<file path="src/hdl/hhp_pkg.sv">
// Package for the HTTP header byte parser: state, class and error codes,
// byte constants and the result struct. No dependencies.

package hhp_pkg;

  localparam int unsigned OFFSET_W = 10;
  localparam int unsigned STATE_W  = 4;
  localparam int unsigned CLASS_W  = 4;
  localparam int unsigned ERR_W    = 3;

  typedef logic [7:0]          byte_t;
  typedef logic [OFFSET_W-1:0] offset_t;
  typedef logic [STATE_W-1:0]  state_t;
  typedef logic [CLASS_W-1:0]  class_t;
  typedef logic [ERR_W-1:0]    err_t;

  localparam state_t ST_START  = 4'd0;
  localparam state_t ST_KEY    = 4'd1;
  localparam state_t ST_COLON  = 4'd2;
  localparam state_t ST_SPACE  = 4'd3;
  localparam state_t ST_VALUE  = 4'd4;
  localparam state_t ST_CR     = 4'd5;
  localparam state_t ST_LF     = 4'd6;
  localparam state_t ST_END_CR = 4'd7;

  localparam class_t CL_SKIP  = 4'd0;
  localparam class_t CL_KEY   = 4'd1;
  localparam class_t CL_COLON = 4'd2;
  localparam class_t CL_SPACE = 4'd3;
  localparam class_t CL_VALUE = 4'd4;
  localparam class_t CL_LCR   = 4'd5;
  localparam class_t CL_LLF   = 4'd6;
  localparam class_t CL_ECR   = 4'd7;
  localparam class_t CL_DONE  = 4'd8;
  localparam class_t CL_ERROR = 4'd9;

  localparam err_t ERR_NONE      = 3'd0;
  localparam err_t ERR_KEY_CRLF  = 3'd1;
  localparam err_t ERR_NO_SPACE  = 3'd2;
  localparam err_t ERR_VAL_LONG  = 3'd3;
  localparam err_t ERR_LINE_CR   = 3'd4;
  localparam err_t ERR_END_CR    = 3'd5;

  localparam byte_t BYTE_CR    = 8'h0D;
  localparam byte_t BYTE_LF    = 8'h0A;
  localparam byte_t BYTE_COLON = 8'h3A;
  localparam byte_t BYTE_SP    = 8'h20;

  localparam offset_t MAX_VALUE_OFFSET_RST = 10'd255;

  typedef struct packed {
    class_t byte_class;
    byte_t  byte_echo;
    err_t   error_code;
  } result_t;

endpackage

</file>
<file path="src/hdl/hhp_in_if.sv">
// Input channel of the HTTP header byte parser: valid/ready plus one byte.
// Depends on hhp_pkg.

interface hhp_in_if;
  logic            valid;
  logic            ready;
  hhp_pkg::byte_t  data_byte;

  modport source (output valid, output data_byte, input ready);
  modport sink   (input valid, input data_byte, output ready);
endinterface

</file>
<file path="src/hdl/hhp_out_if.sv">
// Result channel of the HTTP header byte parser: valid/ready plus class,
// echoed byte and error code. Depends on hhp_pkg.

interface hhp_out_if;
  logic            valid;
  logic            ready;
  hhp_pkg::class_t byte_class;
  hhp_pkg::byte_t  byte_echo;
  hhp_pkg::err_t   error_code;

  modport source (output valid, output byte_class, output byte_echo, output error_code,
                  input ready);
  modport sink   (input valid, input byte_class, input byte_echo, input error_code,
                  output ready);
endinterface

</file>
<file path="src/hdl/hhp_classifier.sv">
// Parse state machine: classifies one byte against the current state and
// updates state and value offset on advance. Depends on hhp_pkg.

module hhp_classifier (
  input  logic             clk,
  input  logic             rst_n,
  input  logic             advance,
  input  hhp_pkg::byte_t   data_byte,
  input  hhp_pkg::offset_t max_value_offset,
  output hhp_pkg::result_t res
);
  import hhp_pkg::*;

  state_t  state_r, state_nxt;
  offset_t offset_r, offset_nxt;
  class_t  cls;
  err_t    err;
  logic [OFFSET_W:0] offset_inc;
  logic    is_crlf;

  assign offset_inc = {1'b0, offset_r} + {{OFFSET_W{1'b0}}, 1'b1};
  assign is_crlf    = (data_byte == BYTE_CR) || (data_byte == BYTE_LF);

  always_comb begin
    cls        = CL_SKIP;
    err        = ERR_NONE;
    state_nxt  = state_r;
    offset_nxt = offset_r;
    unique case (state_r)
      ST_KEY: begin
        if (data_byte == BYTE_COLON) begin
          cls       = CL_COLON;
          state_nxt = ST_COLON;
        end else if (is_crlf) begin
          err = ERR_KEY_CRLF;
        end else begin
          cls = CL_KEY;
        end
      end
      ST_COLON: begin
        if (data_byte == BYTE_SP) begin
          cls       = CL_SPACE;
          state_nxt = ST_SPACE;
        end else begin
          err = ERR_NO_SPACE;
        end
      end
      ST_SPACE: begin
        cls        = CL_VALUE;
        offset_nxt = '0;
        state_nxt  = ST_VALUE;
      end
      ST_VALUE: begin
        if (data_byte == BYTE_CR) begin
          cls       = CL_LCR;
          state_nxt = ST_CR;
        end else if (offset_inc > {1'b0, max_value_offset}) begin
          err = ERR_VAL_LONG;
        end else begin
          cls        = CL_VALUE;
          offset_nxt = offset_inc[OFFSET_W-1:0];
        end
      end
      ST_CR: begin
        if (data_byte == BYTE_LF) begin
          cls       = CL_LLF;
          state_nxt = ST_LF;
        end else begin
          err = ERR_LINE_CR;
        end
      end
      ST_LF: begin
        if (data_byte == BYTE_CR) begin
          cls       = CL_ECR;
          state_nxt = ST_END_CR;
        end else begin
          cls       = CL_KEY;
          state_nxt = ST_KEY;
        end
      end
      ST_END_CR: begin
        if (data_byte == BYTE_LF) begin
          cls        = CL_DONE;
          state_nxt  = ST_START;
          offset_nxt = '0;
        end else begin
          err = ERR_END_CR;
        end
      end
      default: begin
        if (is_crlf) begin
          cls       = CL_SKIP;
          state_nxt = ST_START;
        end else begin
          cls       = CL_KEY;
          state_nxt = ST_KEY;
        end
      end
    endcase
    if (err != ERR_NONE) begin
      cls        = CL_ERROR;
      state_nxt  = ST_START;
      offset_nxt = '0;
    end
  end

  always_ff @(posedge clk) begin
    if (!rst_n) begin
      state_r  <= ST_START;
      offset_r <= '0;
    end else if (advance) begin
      state_r  <= state_nxt;
      offset_r <= offset_nxt;
    end
  end

  assign res.byte_class = cls;
  assign res.byte_echo  = data_byte;
  assign res.error_code = err;

  a_err_restarts: assert property (@(posedge clk) disable iff (!rst_n)
    advance && (cls == CL_ERROR) |=> (state_r == ST_START) && (offset_r == '0))
    else $error("error item did not return parser to start");

  a_code_only_on_error: assert property (@(posedge clk) disable iff (!rst_n)
    (cls != CL_ERROR) |-> (err == ERR_NONE))
    else $error("error code set on non-error item");

  a_hold_when_stalled: assert property (@(posedge clk) disable iff (!rst_n)
    !advance |=> $stable(state_r) && $stable(offset_r))
    else $error("parse state moved without an item");

  a_done_restarts: assert property (@(posedge clk) disable iff (!rst_n)
    advance && (cls == CL_DONE) |=> (state_r == ST_START))
    else $error("headers done did not return parser to start");
endmodule

</file>
<file path="src/hdl/http_header_byte_parser_top.sv">
// Top level of the HTTP header byte parser: input register, classifier and
// result register. Depends on hhp_pkg, hhp_in_if, hhp_out_if, hhp_classifier.
//
//   channel  | dir | fields
//   in_ch    | in  | data_byte[7:0]
//   out_ch   | out | byte_class[3:0], byte_echo[7:0], error_code[2:0]
//   cfg      | in  | cfg_we, cfg_wdata[9:0] (max_value_offset)
//
// One item per cycle while out_ch.ready holds; items pass input then result register.
// The input register feeds the classifier, whose state updates as the item moves
// into the result register. A stalled result register backs up the input register;
// in_ch.ready stays high while either stage has room. Synchronous active-low
// reset clears the parse state, both valid flags and sets max_value_offset to 255.

module http_header_byte_parser_top (
  input  logic                   clk,
  input  logic                   rst_n,
  hhp_in_if.sink                 in_ch,
  hhp_out_if.source              out_ch,
  input  logic                   cfg_we,
  input  hhp_pkg::offset_t       cfg_wdata
);
  import hhp_pkg::*;

  logic    s1_valid_r;
  byte_t   s1_byte_r;
  logic    out_valid_r;
  result_t out_res_r;
  offset_t max_off_r;
  result_t cls_res;
  logic    s2_room;
  logic    advance;
  logic    in_take;

  assign s2_room  = !out_valid_r || out_ch.ready;
  assign advance  = s1_valid_r && s2_room;
  assign in_ch.ready = !s1_valid_r || s2_room;
  assign in_take  = in_ch.valid && in_ch.ready;

  always_ff @(posedge clk) begin
    if (!rst_n) begin
      max_off_r <= MAX_VALUE_OFFSET_RST;
    end else if (cfg_we) begin
      max_off_r <= cfg_wdata;
    end
  end

  always_ff @(posedge clk) begin
    if (!rst_n) begin
      s1_valid_r <= 1'b0;
    end else if (in_ch.ready) begin
      s1_valid_r <= in_ch.valid;
    end
  end

  always_ff @(posedge clk) begin
    if (in_take) begin
      s1_byte_r <= in_ch.data_byte;
    end
  end

  hhp_classifier u_classifier (
    .clk              (clk),
    .rst_n            (rst_n),
    .advance          (advance),
    .data_byte        (s1_byte_r),
    .max_value_offset (max_off_r),
    .res              (cls_res)
  );

  always_ff @(posedge clk) begin
    if (!rst_n) begin
      out_valid_r <= 1'b0;
    end else if (s2_room) begin
      out_valid_r <= s1_valid_r;
    end
  end

  always_ff @(posedge clk) begin
    if (advance) begin
      out_res_r <= cls_res;
    end
  end

  assign out_ch.valid      = out_valid_r;
  assign out_ch.byte_class = out_res_r.byte_class;
  assign out_ch.byte_echo  = out_res_r.byte_echo;
  assign out_ch.error_code = out_res_r.error_code;
endmodule
</file>
<file path="src/flat_wrapper.sv">
// flat-port wrapper written by rule: the top's interface ports become plain ports
module http_header_byte_parser_top_flat import hhp_pkg::*;
  (clk, rst_n, cfg_we, cfg_wdata, in_ch_valid, in_ch_data_byte, in_ch_ready, out_ch_valid, out_ch_byte_class, out_ch_byte_echo, out_ch_error_code, out_ch_ready);
  hhp_in_if in_ch_i ();
  hhp_out_if out_ch_i ();
  input  logic clk;
  input  logic rst_n;
  input  logic cfg_we;
  input  hhp_pkg::offset_t cfg_wdata;
  input wire logic [$bits(in_ch_i.valid)-1:0] in_ch_valid;
  input wire logic [$bits(in_ch_i.data_byte)-1:0] in_ch_data_byte;
  output wire logic [$bits(in_ch_i.ready)-1:0] in_ch_ready;
  output wire logic [$bits(out_ch_i.valid)-1:0] out_ch_valid;
  output wire logic [$bits(out_ch_i.byte_class)-1:0] out_ch_byte_class;
  output wire logic [$bits(out_ch_i.byte_echo)-1:0] out_ch_byte_echo;
  output wire logic [$bits(out_ch_i.error_code)-1:0] out_ch_error_code;
  input wire logic [$bits(out_ch_i.ready)-1:0] out_ch_ready;
  assign in_ch_i.valid = in_ch_valid;
  assign in_ch_i.data_byte = in_ch_data_byte;
  assign in_ch_ready = in_ch_i.ready;
  assign out_ch_valid = out_ch_i.valid;
  assign out_ch_byte_class = out_ch_i.byte_class;
  assign out_ch_byte_echo = out_ch_i.byte_echo;
  assign out_ch_error_code = out_ch_i.error_code;
  assign out_ch_i.ready = out_ch_ready;
  http_header_byte_parser_top u_core (.clk(clk), .rst_n(rst_n), .in_ch(in_ch_i), .out_ch(out_ch_i), .cfg_we(cfg_we), .cfg_wdata(cfg_wdata));
endmodule
</file>
<file path="config.mk">
export PLATFORM = sky130hd
export DESIGN_NAME = http_header_byte_parser_top_flat
export DESIGN_NICKNAME = d
export VERILOG_FILES = /design/src/hdl/hhp_pkg.sv /design/src/hdl/hhp_in_if.sv /design/src/hdl/hhp_out_if.sv /design/src/hdl/hhp_classifier.sv /design/src/hdl/http_header_byte_parser_top.sv /design/src/flat_wrapper.sv
export SDC_FILE = /design/constraint.sdc
export NUM_CORES = 1
export LEC_CHECK = 0
export ABC_AREA = 1
export BUFFER_PORTS_ARGS = -buffer_cell sky130_fd_sc_hd__buf_4
export CORE_AREA = 2 2 76 93
export DETAILED_ROUTE_END_ITERATION = 10
export DIE_AREA = 0 0 78 95
export PLACE_DENSITY = 0.61
export SETUP_SLACK_MARGIN = 0.2
export SLEW_MARGIN = 20
export SYNTH_ARGS = -nofsm -noshare
export SYNTH_HDL_FRONTEND = slang
export SYNTH_SLANG_ARGS = --single-unit
</file>
<file path="constraint.sdc">
create_clock -name clk -period 3.5 [get_ports clk]
set_input_delay 0.35 -clock clk [delete_from_list [all_inputs] [get_ports clk]]
set_output_delay 0.35 -clock clk [all_outputs]
set_load 0.03 [all_outputs]
</file>
==> impl_metrics.csv <==
group,metric,value,unit
cells_and_area,stdcell_count,443,
worst_setup_path,crit_buf_inv,2,
pwr,p_per_area,447,nW/um2
timing,max_slew_margin,52.1,%
timing,fin_crit,2.88,ns
cells_and_area,drive_gt1_share,19.9,%
global_route,grt_usage,14.8,%
drt,route.met3.wl,243,um
drt,dr_total_vias,2057,
drt,totalWireLength,5080,um
worst_setup_path,worst_ep_arrival_time,3.08,ns
cts,cts_max_path_buffers,2,
yosys,synth_cells,312,
cts,cts_setup_buffers,0,
floorplan,pin_count,40,
placed_design,routabilityCongestion,0.882,
placed_design,io_buffers,39,
worst_hold_path,hold_end,"u_core.s1_byte_r[4]$_DFFE_PP_",
worst_setup_path,critPathKind,"flop to flop",
worst_hold_path,min_from,"in_ch_data_byte[4]",
drt,drt-initial-drc-count,125,
yosys,syn_area_per_cell,8.11,um2
drt,wl_met2,2630,um
cells_and_area,final.fill_count,675,
cts,cts_root_buffer,"clkbuf_8",
cts,clk_pin_slew,0.09,ns
yosys,synth_edf_count,23,
pwr,power.leakage,1.49,nW
timing,period_share,82.2,%
pwr,ir_worst_vdd,0.000267,V
cts,ctsHoldBuffers,0,
worst_setup_path,path_depth,18,
floorplan,die_area,7410,um2
cts,clock-sinks,48,
worst_setup_path,reg2reg_depth,18,
cts,cts-htree-levels,2,
yosys,ys.warnings.count,0,
worst_setup_path,crit_path_end_kind,"flop",
worst_setup_path,critPathTopFamily,"simple AND/OR/NAND/NOR gates",
floorplan,die-height,95,um
placed_design,place_inst,435,
cells_and_area,final_core_util,46.3,%
yosys,seq_area_frac_synth,47.1,%
cells_and_area,antenna_cells,0,
yosys,synth_top_area_cell,"edfxtp_1",
worst_setup_path,start_kind,"flop",
yosys,synth_top_cell_area_share,27.3,%
drt,dr.pass1.iters,4,
drt,post_drt_wl_per_cell,11.5,um
yosys,ys_ff_latch,48,
cells_and_area,fin_area,3060,um2
cts,cts_tree,"done",
worst_setup_path,crit_slowest_cell,"dfxtp_1",
floorplan,initial_utilization,38.3,%
drt,route.detailed.drc,0,
worst_setup_path,reg2reg_to,"u_core.u_classifier.offset_r[4]$_SDFFE_PN0P_",
drt,drt-met1-wl,2110,um
placed_design,hpwl,3940,um
cts,cts_resized,0,
timing,fmaxAchievable,348,MHz
global_route,grt_pass1_wl,8570,um
status,run_status,"finished, final reports clean",
flow_run,drv_cap,0,
yosys,synth_area_leaders,"edfxtp_1 27%, dfxtp_1 20%, nand2_1 9.6%, nor2_1 7.0%, inv_1 6.7%",
drt,routed.top_layer,"met4",
cells_and_area,layout.cells.most_common,"nand2_1",
timing,setup_viol,0,
worst_hold_path,worstHoldPathCells,1,
worst_setup_path,max_stage_delay,0.43,ns
worst_setup_path,rrSetupSlack,0.62,ns
cells_and_area,areaGrowthSynthToFinish,21.0,%
worst_setup_path,crit_top_cell,"nand2_1",
worst_setup_path,r2r-start,"u_core.u_classifier.offset_r[0]$_SDFFE_PN0P_",
timing,tightest_slew,0.717,ns
timing,tns,0,ns
drt,routed_via_density,4.64,
cells_and_area,most-common-layout-cells,"64 x nand2_1, 47 x nor2_1, 45 x inv_1",
global_route,grt_pass1_vias,1952,
timing,skew,0.00629,ns
yosys,synth.distinct_cells,35,
drt,ant_nets,0,
global_route,overflow,0,
worst_setup_path,crit_path_start,"u_core.u_classifier.offset_r[0]$_SDFFE_PN0P_",
cells_and_area,regArea,1190,um2
cts,clock_latency,0.30,ns
yosys,async_reset_ff_share,0,%
cells_and_area,multi_input_area,1140,um2
yosys,ys.flop_type,"dfxtp_1",
floorplan,fp.dieW,78,um
worst_hold_path,worstHoldPathType,"input pin to flop",
worst_setup_path,cp.required,3.70,ns
cells_and_area,nets,389,
floorplan,rows,33,
yosys,syn_area,2530,um2
timing,slew_violations,0,
cts,numCtsBuffers,5,
timing,hold_viol,0,
worst_setup_path,worstPathMaxFanout,10,
global_route,grt_start_max_net_pins,21,
worst_setup_path,path_cells,"ha_1 > nand3_1 > nor2_2 > nand2_1 > xor2_1 > inv_1 > ha_1 > nand3_1 > nor2_1 > nand2_1 > nand3_1 > nand3_1 > nand2_1 > inv_2 > o21bai_4 > nand2_1 > nand2_1 > nor2_1",
yosys,synth_nets,346,
floorplan,core_area,6610,um2
global_route,antenna_found_initial,0,
timing,rsz0062_at_grt,"no",
placed_design,placed_area,2920,um2
[how the worst max path moves through the flow]
stage | endpoint | slack, ns
3_3_place_gp | u_core.u_classifier.offset_r[9]$_SDFFE_PN0P_ | 0.60
4_1_cts | u_core.u_classifier.offset_r[5]$_SDFFE_PN0P_ | 0.53
3_5_place_dp | u_core.u_classifier.offset_r[5]$_SDFFE_PN0P_ | 0.57
2_1_floorplan | u_core.u_classifier.offset_r[1]$_SDFFE_PN0P_ | 1.03
6_report | u_core.u_classifier.offset_r[4]$_SDFFE_PN0P_ | 0.62
5_1_grt | u_core.u_classifier.offset_r[6]$_SDFFE_PN0P_ | 0.25
[cells in the mapped netlist, types with 2 or more instances]
| library cell | number |
|---|---|
| inv_1 | 45 |
| nor3_1 | 3 |
| nand2_2 | 3 |
| o21ai_0 | 10 |
| nand4_1 | 2 |
| ha_1 | 11 |
| nor2_1 | 47 |
| nand3_2 | 2 |
| inv_2 | 4 |
| xor2_1 | 7 |
| dfxtp_1 | 25 |
| nand3_1 | 22 |
| nor2_2 | 6 |
| or2_1 | 2 |
| clkbuf_1 | 3 |
| nand2_1 | 65 |
| edfxtp_1 | 23 |
| a21oi_1 | 15 |
[cell type report]
cell class	count	share of cell area (%)
Clock buffer	5	2.25
Clock inverter	3	2.25
Inverter	50	6.13
Multi-Input combinational cell	211	37.3
Sequential cell	48	38.9
Tap cell	87	3.56
Timing Repair Buffer	39	9.57
[report_power, final]
part	total, mW	switching (mW)	leakage [nW]	internal [mW]
clock	0.482	0.194	0.0687	0.288
sequential	0.654	0.0254	0.426	0.628
combinational	0.233	0.144	0.999	0.0885
total	1.37	0.364	1.49	1.00
[registers in the layout, summed over array words and instances (netlist names)]
register and flops:
u_core.max_off_r 10, u_core.out_ch.byte_class 4, u_core.out_ch.byte_echo 8, u_core.out_ch.error_code 3, u_core.out_ch.valid 1, u_core.s1_byte_r 8, u_core.s1_valid_r 1, u_core.u_classifier.offset_r 10
u_core.u_classifier.state_r 3
[metal layers]
| layer | global-route usage (%) | up-vias |
|---|---|---|
| li1 | - | 1083 |
| met1 | 15.5 | 918 |
| met2 | 28.3 | 47 |
| met3 | 3.54 | 9 |
| met4 | 5.99 | 0 |
| met5 | 0 | - |
[cells by family after synthesis]
group / count (synthesis) / share of synthesized area [%]
DFF: 48 / 47.1
and+or+nand+nor: 160 / 28.9
adders and majority gates: 11 / 5.44
buffers and inverters: 53 / 7.86
AOI/OAI and AO/OA: 32 / 7.96
xor gates and xnor gates: 8 / 2.77
[stage by stage]
| stage | power [mW] | setup WS, ns | hold WS, ns |
|---|---|---|---|
| 2_1_floorplan | 0.824 | 1.03 | 0.433 |
| 3_3_place_gp | 0.895 | 0.597 | 0.453 |
| 3_5_place_dp | 0.899 | 0.566 | 0.454 |
| 4_1_cts | 1.38 | 0.532 | 0.214 |
| 5_1_grt | 1.44 | 0.248 | 0.204 |
| 6_report | 1.37 | 0.624 | 0.222 |
Note: power is estimated with default switching activity, not from simulation.
